--- config.mk ---
export PLATFORM = sky130hd
export DESIGN_NAME = shebang_meta_argument_tokenizer
export DESIGN_NICKNAME = d
export VERILOG_FILES = /design/src/smt_pkg.sv /design/src/shebang_meta_argument_tokenizer.sv /design/src/smt_in_stage.sv /design/src/smt_core.sv
export SDC_FILE = /design/constraint.sdc
export NUM_CORES = 1
export LEC_CHECK = 0
export BUFFER_PORTS_ARGS = -buffer_cell sky130_fd_sc_hd__buf_2
export CORE_AREA = 2 2 77 79
export CTS_BUF_LIST = sky130_fd_sc_hd__clkbuf_8 sky130_fd_sc_hd__clkbuf_16
export DETAILED_ROUTE_END_ITERATION = 7
export DIE_AREA = 0 0 79 81
export PLACE_DENSITY = 0.83
export RECOVER_POWER = 100
export SLEW_MARGIN = 10
export SYNTH_ARGS = -nofsm -noshare
export SYNTH_HDL_FRONTEND = slang
export SYNTH_SLANG_ARGS = --single-unit
--- constraint.sdc ---
create_clock -name clk -period 3.55 [get_ports clk]
set_input_delay 0.8875 -clock clk [delete_from_list [all_inputs] [get_ports clk]]
set_output_delay 0.8875 -clock clk [all_outputs]
set_load 0.01 [all_outputs]
--- src/smt_pkg.sv ---
// ---------------------------------------------------------------------------
// smt_pkg: shared types and constants of the shebang argument tokenizer
// Parse phases, status codes, byte constants and the item/result structs.
// ---------------------------------------------------------------------------
package smt_pkg;

    localparam int unsigned MAX_TOKENS_DEFAULT = 255;

    typedef enum logic [3:0] {
        PH_START  = 4'd0,
        PH_BANG   = 4'd1,
        PH_BLANK1 = 4'd2,
        PH_NAME   = 4'd3,
        PH_BLANK2 = 4'd4,
        PH_BSL    = 4'd5,
        PH_OUT    = 4'd6,
        PH_IN     = 4'd7,
        PH_SQ     = 4'd8,
        PH_DQ     = 4'd9
    } phase_t;

    typedef enum logic [1:0] {
        ST_NOT = 2'd0,
        ST_OK  = 2'd1,
        ST_ERR = 2'd2
    } status_t;

    localparam logic [7:0] CH_HASH  = 8'h23;
    localparam logic [7:0] CH_BANG  = 8'h21;
    localparam logic [7:0] CH_BSL   = 8'h5C;
    localparam logic [7:0] CH_DQ    = 8'h22;
    localparam logic [7:0] CH_SQ    = 8'h27;
    localparam logic [7:0] CH_TAB   = 8'h09;
    localparam logic [7:0] CH_NL    = 8'h0A;
    localparam logic [7:0] CH_SPACE = 8'h20;

    typedef struct packed {
        logic [7:0] in_byte;
        logic       end_of_file;
        logic       first_byte;
    } item_t;

    typedef struct packed {
        logic       char_valid;
        logic [7:0] out_byte;
        logic       token_end;
        logic       done_res;
        logic [1:0] status;
        logic [7:0] token_count;
    } result_t;

    function automatic logic is_blank(input logic [7:0] c);
        return (c == CH_SPACE) || (c == CH_TAB);
    endfunction

endpackage

--- src/shebang_meta_argument_tokenizer.sv ---
// ---------------------------------------------------------------------------
// shebang_meta_argument_tokenizer: shebang meta-argument tokenizer
// Checks a '#!' line for a trailing lone backslash and tokenizes the
// following meta line shell style, one script byte per transaction.
// ---------------------------------------------------------------------------
//  channel | handshake            | payload
//  --------+----------------------+---------------------------------------
//  in      | in_valid / in_ready  | in_byte, end_of_file, first_byte
//  out     | out_valid / out_ready| char_valid, out_byte, token_end,
//          |                      | done_res, status, token_count
//  cfg     | cfg_valid / cfg_ready| cfg_data (emit_chars)
//
// One byte per cycle sustained while no stalled result holds the parser; a
// byte passes the input register, the parser and the result register in turn.
// Bytes that give no result only pass through the parser state.
// A stalled result holds the parser only when the next byte has a result.
// Reset returns to the shebang check with emit_chars set; cfg is always ready.
// ---------------------------------------------------------------------------
module shebang_meta_argument_tokenizer #(
    parameter int unsigned MAX_TOKENS = smt_pkg::MAX_TOKENS_DEFAULT
) (
    input  logic       clk,
    input  logic       rst_n,
    input  logic       in_valid,
    output logic       in_ready,
    input  logic [7:0] in_byte,
    input  logic       end_of_file,
    input  logic       first_byte,
    output logic       out_valid,
    input  logic       out_ready,
    output logic       char_valid,
    output logic [7:0] out_byte,
    output logic       token_end,
    output logic       done_res,
    output logic [1:0] status,
    output logic [7:0] token_count,
    input  logic       cfg_valid,
    output logic       cfg_ready,
    input  logic       cfg_data
);
    import smt_pkg::*;

    logic    emit_reg;
    item_t   in_item;
    item_t   item;
    logic    item_valid;
    logic    fire;
    logic    has_res;
    result_t res;
    logic    out_valid_reg;
    result_t res_reg;
    logic    out_space;

    assign cfg_ready = 1'b1;

    always_ff @(posedge clk or negedge rst_n)
    begin
        if (!rst_n)
        begin
            emit_reg <= 1'b1;
        end
        else if (cfg_valid && cfg_ready)
        begin
            emit_reg <= cfg_data;
        end
    end

    assign in_item.in_byte     = in_byte;
    assign in_item.end_of_file = end_of_file;
    assign in_item.first_byte  = first_byte;

    smt_in_stage u_in_stage (
        .clk        (clk),
        .rst_n      (rst_n),
        .in_valid   (in_valid),
        .in_ready   (in_ready),
        .in_item    (in_item),
        .consume    (fire),
        .item_valid (item_valid),
        .item       (item)
    );

    smt_core #(
        .MAX_TOKENS (MAX_TOKENS)
    ) u_core (
        .clk        (clk),
        .rst_n      (rst_n),
        .emit_chars (emit_reg),
        .item       (item),
        .fire       (fire),
        .has_res    (has_res),
        .res        (res)
    );

    assign out_space = !out_valid_reg || out_ready;
    assign fire      = item_valid && (!has_res || out_space);

    always_ff @(posedge clk or negedge rst_n)
    begin
        if (!rst_n)
        begin
            out_valid_reg <= 1'b0;
        end
        else if (out_space)
        begin
            out_valid_reg <= fire && has_res;
        end
    end

    always_ff @(posedge clk)
    begin
        if (fire && has_res)
        begin
            res_reg <= res;
        end
    end

    assign out_valid   = out_valid_reg;
    assign char_valid  = res_reg.char_valid;
    assign out_byte    = res_reg.out_byte;
    assign token_end   = res_reg.token_end;
    assign done_res    = res_reg.done_res;
    assign status      = res_reg.status;
    assign token_count = res_reg.token_count;

`ifndef SYNTH
    a_res_nonempty: assert property (@(posedge clk) disable iff (!rst_n)
        out_valid |-> (char_valid || token_end || done_res))
        else $error("empty result transaction");

    a_status_only_done: assert property (@(posedge clk) disable iff (!rst_n)
        (out_valid && !done_res) |-> (status == ST_NOT && token_count == 8'h00))
        else $error("status or count set without done");

    a_char_not_done: assert property (@(posedge clk) disable iff (!rst_n)
        (out_valid && char_valid) |-> !done_res)
        else $error("token character on final result");

    a_not_meta_zero: assert property (@(posedge clk) disable iff (!rst_n)
        (out_valid && done_res && status == ST_NOT) |-> (token_count == 8'h00))
        else $error("count reported without meta line");
`endif

endmodule

--- src/smt_in_stage.sv ---
// ---------------------------------------------------------------------------
// smt_in_stage: input register
// Holds one accepted byte transaction until the parser consumes it.
// ---------------------------------------------------------------------------
module smt_in_stage (
    input  logic          clk,
    input  logic          rst_n,
    input  logic          in_valid,
    output logic          in_ready,
    input  smt_pkg::item_t in_item,
    input  logic          consume,
    output logic          item_valid,
    output smt_pkg::item_t item
);
    import smt_pkg::*;

    logic  valid_reg;
    item_t item_reg;

    assign in_ready   = !valid_reg || consume;
    assign item_valid = valid_reg;
    assign item       = item_reg;

    always_ff @(posedge clk or negedge rst_n)
    begin
        if (!rst_n)
        begin
            valid_reg <= 1'b0;
        end
        else if (in_ready)
        begin
            valid_reg <= in_valid;
        end
    end

    always_ff @(posedge clk)
    begin
        if (in_valid && in_ready)
        begin
            item_reg <= in_item;
        end
    end

endmodule

--- src/smt_core.sv ---
// ---------------------------------------------------------------------------
// smt_core: parser state machine
// Shebang check, meta line tokenizer, token counter and result forming.
// ---------------------------------------------------------------------------
module smt_core #(
    parameter int unsigned MAX_TOKENS = smt_pkg::MAX_TOKENS_DEFAULT
) (
    input  logic             clk,
    input  logic             rst_n,
    input  logic             emit_chars,
    input  smt_pkg::item_t   item,
    input  logic             fire,
    output logic             has_res,
    output smt_pkg::result_t res
);
    import smt_pkg::*;

    localparam int CW = $clog2(MAX_TOKENS + 1);
    localparam int OW = (CW > 8) ? CW : 8;
    localparam logic [CW-1:0] CNT_MAX = CW'(MAX_TOKENS);

    phase_t        phase_reg, phase_next;
    logic          esc_reg, esc_next;
    logic [CW-1:0] cnt_reg, cnt_next;
    logic          fin_reg, fin_next;

    // state as seen by this item, after an optional restart
    phase_t        p;
    logic          esc;
    logic [CW-1:0] cnt;
    logic          fin;

    logic [7:0] c;
    logic       eof;
    logic       nl;
    logic       cnt_inc;

    logic       chv, tend, done;
    status_t    st;
    logic [OW-1:0] cnt_ext;

    assign c   = item.in_byte;
    assign eof = item.end_of_file;
    assign nl  = (c == CH_NL);

    always_comb
    begin
        if (item.first_byte)
        begin
            p   = PH_START;
            esc = 1'b0;
            cnt = '0;
            fin = 1'b0;
        end
        else
        begin
            p   = phase_reg;
            esc = esc_reg;
            cnt = cnt_reg;
            fin = fin_reg;
        end
    end

    // next state
    always_comb
    begin
        phase_next = p;
        esc_next   = esc;
        cnt_inc    = 1'b0;
        if (!fin)
        begin
            unique case (p) inside
                PH_START:  if (!eof && c == CH_HASH) phase_next = PH_BANG;
                PH_BANG:   if (!eof && c == CH_BANG) phase_next = PH_BLANK1;
                PH_BLANK1: if (!eof && !nl && !is_blank(c)) phase_next = PH_NAME;
                PH_NAME:   if (!eof && is_blank(c)) phase_next = PH_BLANK2;
                PH_BLANK2: if (!eof && c == CH_BSL) phase_next = PH_BSL;
                PH_BSL:    if (!eof && nl) phase_next = PH_OUT;
                PH_OUT, PH_IN, PH_SQ, PH_DQ:
                begin
                    if (eof)
                    begin
                        phase_next = p;
                    end
                    else if (esc)
                    begin
                        esc_next = 1'b0;
                        if (!nl && p == PH_OUT)
                        begin
                            cnt_inc    = 1'b1;
                            phase_next = PH_IN;
                        end
                    end
                    else if (p == PH_SQ)
                    begin
                        if (c == CH_SQ) phase_next = PH_IN;
                    end
                    else if (p == PH_DQ)
                    begin
                        if (c == CH_DQ) phase_next = PH_IN;
                        else if (c == CH_BSL) esc_next = 1'b1;
                    end
                    else if (p == PH_IN)
                    begin
                        if (c == CH_DQ) phase_next = PH_DQ;
                        else if (c == CH_SQ) phase_next = PH_SQ;
                        else if (c == CH_BSL) esc_next = 1'b1;
                        else if (nl || is_blank(c)) phase_next = PH_OUT;
                    end
                    else
                    begin
                        // between tokens
                        if (c == CH_DQ)
                        begin
                            cnt_inc    = 1'b1;
                            phase_next = PH_DQ;
                        end
                        else if (c == CH_SQ)
                        begin
                            cnt_inc    = 1'b1;
                            phase_next = PH_SQ;
                        end
                        else if (c == CH_BSL)
                        begin
                            esc_next = 1'b1;
                        end
                        else if (!nl && !is_blank(c))
                        begin
                            cnt_inc    = 1'b1;
                            phase_next = PH_IN;
                        end
                    end
                end
                default: phase_next = p;
            endcase
        end
        cnt_next = (cnt_inc && cnt < CNT_MAX) ? cnt + 1'b1 : cnt;
        fin_next = fin || done;
    end

    // outputs
    always_comb
    begin
        chv  = 1'b0;
        tend = 1'b0;
        done = 1'b0;
        st   = ST_NOT;
        if (!fin)
        begin
            unique case (p) inside
                PH_START:
                    if (eof || c != CH_HASH) done = 1'b1;
                PH_BANG:
                    if (eof || c != CH_BANG)
                    begin
                        done = 1'b1;
                        st   = ST_ERR;
                    end
                PH_BLANK1:
                    if (eof || nl)
                    begin
                        done = 1'b1;
                        st   = ST_ERR;
                    end
                PH_NAME:
                    if (eof || nl) done = 1'b1;
                PH_BLANK2:
                    if (eof || nl || (c != CH_BSL && !is_blank(c))) done = 1'b1;
                PH_BSL:
                    if (eof || !nl) done = 1'b1;
                PH_OUT, PH_IN, PH_SQ, PH_DQ:
                begin
                    if (eof)
                    begin
                        done = 1'b1;
                        st   = (p == PH_OUT && !esc) ? ST_OK : ST_ERR;
                    end
                    else if (esc)
                    begin
                        chv = !nl;
                    end
                    else if (p == PH_SQ)
                    begin
                        chv = (c != CH_SQ);
                    end
                    else if (p == PH_DQ)
                    begin
                        chv = (c != CH_DQ) && (c != CH_BSL);
                    end
                    else if (p == PH_IN)
                    begin
                        if (nl)
                        begin
                            tend = 1'b1;
                            done = 1'b1;
                            st   = ST_OK;
                        end
                        else if (is_blank(c))
                        begin
                            tend = 1'b1;
                        end
                        else
                        begin
                            chv = (c != CH_DQ) && (c != CH_SQ) && (c != CH_BSL);
                        end
                    end
                    else
                    begin
                        if (nl)
                        begin
                            done = 1'b1;
                            st   = ST_OK;
                        end
                        else
                        begin
                            chv = !is_blank(c) && (c != CH_DQ) && (c != CH_SQ)
                                  && (c != CH_BSL);
                        end
                    end
                end
                default: done = 1'b0;
            endcase
        end
    end

    assign cnt_ext = OW'(cnt);

    always_comb
    begin
        res.char_valid  = chv && emit_chars;
        res.out_byte    = (chv && emit_chars) ? c : 8'h00;
        res.token_end   = tend && emit_chars;
        res.done_res    = done;
        res.status      = done ? st : ST_NOT;
        res.token_count = 8'h00;
        if (done && st != ST_NOT)
        begin
            res.token_count = (cnt_ext > OW'(255)) ? 8'hFF : cnt_ext[7:0];
        end
        has_res = res.char_valid || res.token_end || done;
    end

    always_ff @(posedge clk or negedge rst_n)
    begin
        if (!rst_n)
        begin
            phase_reg <= PH_START;
            esc_reg   <= 1'b0;
            cnt_reg   <= '0;
            fin_reg   <= 1'b0;
        end
        else if (fire)
        begin
            phase_reg <= phase_next;
            esc_reg   <= esc_next;
            cnt_reg   <= cnt_next;
            fin_reg   <= fin_next;
        end
    end

endmodule
==> reports/results.ini <==
[finish]
layout.nets = 357
seq_area_um2 = 1360
fin_util_pct = 58.8
syn2layout_area_growth_pct = 19.7
largest_reg_flops = 10
multi_input_area_um2 = 1420
drive_gt1_share_pct = 20.5
fin_cells = 416
fillers = 497
n_antenna_cell = 0

[sta]
tightest_slew_ns = 1.09
rsz0062_at_grt = yes
slew_headroom_pct = 27.1
fin_tns_setup_ns = 0
drv_slew = 0
setup_violations = 0
hold_viol_final = 0
post-route-min-period_ns = 3.49
fin_crit_sh_pct = 98.4
worst_hold_slack_ns = 0.562
fin_skew_ns = 0.0123
fmax_mhz = 286

[floorplanning]
io_pins = 40
die_x_um = 79
initial_core_util_pct = 49.1
die_y_um = 81
fp-row-count = 28
fp.dieArea_um2 = 6400
fp.coreArea_um2 = 5680

[logic_synthesis]
async_flop_share_pct = 35.4
synth.cell_area_um2 = 2790
syn_inst = 285
seq_area_frac_synth_pct = 48.7
synth_seq_cells = 48
avgSynthCellArea_um2 = 9.79
netlist-cell-type-count = 60
netlist_top_cells_area = edfxtp_1 33%, dfrtp_1 14%, nand2_1 4.2%
yosysWarnings = 0
synth_edf_count = 31
synth_top_area_share_pct = 33.4
synth_common_cells = 31 x edfxtp_1, 31 x nand2_1, 20 x nor2_1
synth_ff_type = edfxtp_1
syn-num-nets = 302
synth_top_area_cell = edfxtp_1

[place]
placedCellCount = 399
place_congestion = 0.962
port_buffers = 38
hpwl_um = 4520

[drt]
wire_per_inst_um = 15.7
num_vias = 2473
first_iter_violations = 273
first_pass_iters = 5
wl_um = 6510
post-route-drc-count = 0
ant_nets = 0
via_per_inst = 5.94

[power_and_ir_drop]
pwr_density_cell_nw_per_um2 = 452
leakagePower_uw = 0.00124
irDropWorstVdd_mv = 0.242
total_power_uw = 1510

[setup_path]
cp_top_family = simple AND/OR/NAND/NOR gates
crit_slowest_cell = edfxtp_1
cp_slowest_stage_delay_ns = 0.46
end_kind = output pin
cp_max_fo = 5
worstPathArrival_ns = 2.60
path_cells = buf_4, nor4bb_1, and4_1, o21ai_0, a31o_2, nor2_2, nand2_2, nand3_4, buf_6
path_buf_inv = 2
cp-start-kind = flop
worstPathRequired_ns = 2.66
crit_type = reg2out

[clock_network]
clock_path_buffers = 2
numClockSinks = 48
clock-root-buffer = clkbuf_8
cts_buffers = 5
h-tree-depth = 2
path_clk_slew_ns = 0.08
cts_tree = built
insertion_delay_ns = 0.31

[job]
cap_viol_max_count = 0

[grt]
antenna_found_initial = 0
grt.overflow.total = 0
grt_pass1_vias = 2259
grt_first_pass_wirelength_um = 10400
grt_max_degree = 22
grt.total_usage_pct = 20.4

[worst_hold_path]
holdCritPathClass = reg2reg

[status]
outcome = finished, final reports clean

-- cells by family (layout without fill, tap and decap cells) --
kind of cell,count (synthesis),count (layout),synth area share (%)
and+or+nand+nor,144,144,28.9
AOI/OAI and AO/OA,66,66,16.9
DFF,48,48,48.7
buffers and inverters,20,76,2.96
muxes,5,5,1.93
adders and majority gates,1,1,0.449
other,1,1,0.134
-- power by group --
group / internal [µW] / leakage [µW] / total [µW] / switching [µW]
Combinational: 158 / 0.000676 / 405 / 247
Clock: 158 / 0.0000434 / 335 / 178
Sequential: 693 / 0.000523 / 768 / 75.2
-- cell type report --
cell class,count,share of cell area (%)
timing repair buffer,63,10.4
clock inverter,2,0.450
multi-input combinational,217,42.6
sequential,48,40.7
clock buffer,6,2.47
tap,75,2.81
inverter,5,0.562
-- worst min-delay path: stages (launching register included) --
cell and delay, ns:
dfrtp_1 0.36, o21ai_0 0.09, o21ai_0 0.08
-- timing repair --
| item | 4_1_cts | 5_1_grt |
|---|---|---|
| hold endpoints to repair | 0 | 0 |
| pin swaps | 1 | 4 |
| cloned | 0 | 0 |
| gates resized for setup | 7 | 7 |
| endpoints found under the setup margin | 1 | 22 |
| buffers inserted | 5 | 4 |
| hold buffers | 0 | 0 |
-- through the flow --
stage | area [µm²] | worst slack [ns]
floorplan | 2790 | 0.134
global placement | 3130 | 0.228
detailed placement | 3130 | 0.143
CTS | 3310 | 0.00829
global route | 3340 | -0.0713
finish | 3340 | 0.0584
-- metal layers --
metal / global-route usage, % / wire, µm
met5: 0 / 0
met1: 25.9 / 2780
met2: 34.0 / 3050
met3: 5.44 / 537
met4: 6.90 / 142
-- layout by cell type, fill, tap and decap left out, drive strengths merged, types with 14 or more instances in the layout --
master | netlist | final
a21oi | 14 | 14
and2 | 18 | 18
buf | 4 | 38
clkbuf | 11 | 31
dfrtp | 16 | 16
edfxtp | 31 | 31
nand2 | 31 | 31
nor2 | 22 | 22
o21ai | 18 | 18
-- path summary, 6_finish.rpt --
path / cells past startpoint / slack [ns] / start / end
worst max-delay path: 9 / 0.06 / u_in_stage.item[9] / in_ready
min in group asynchronous: 1 / 0.69 / rst_n / u_core.cnt_reg[5]
worst min-delay path: 2 / 0.56 / u_core.cnt_reg[1] / u_core.cnt_reg[1]
worst max register to register: 11 / 0.09 / u_in_stage.item[4] / out_byte[7]
worst min register to register: 2 / 0.56 / u_core.cnt_reg[1] / u_core.cnt_reg[1]
max in group asynchronous: 1 / 2.22 / rst_n / u_core.phase_reg[3]
Power figures use the tool's default switching activity.
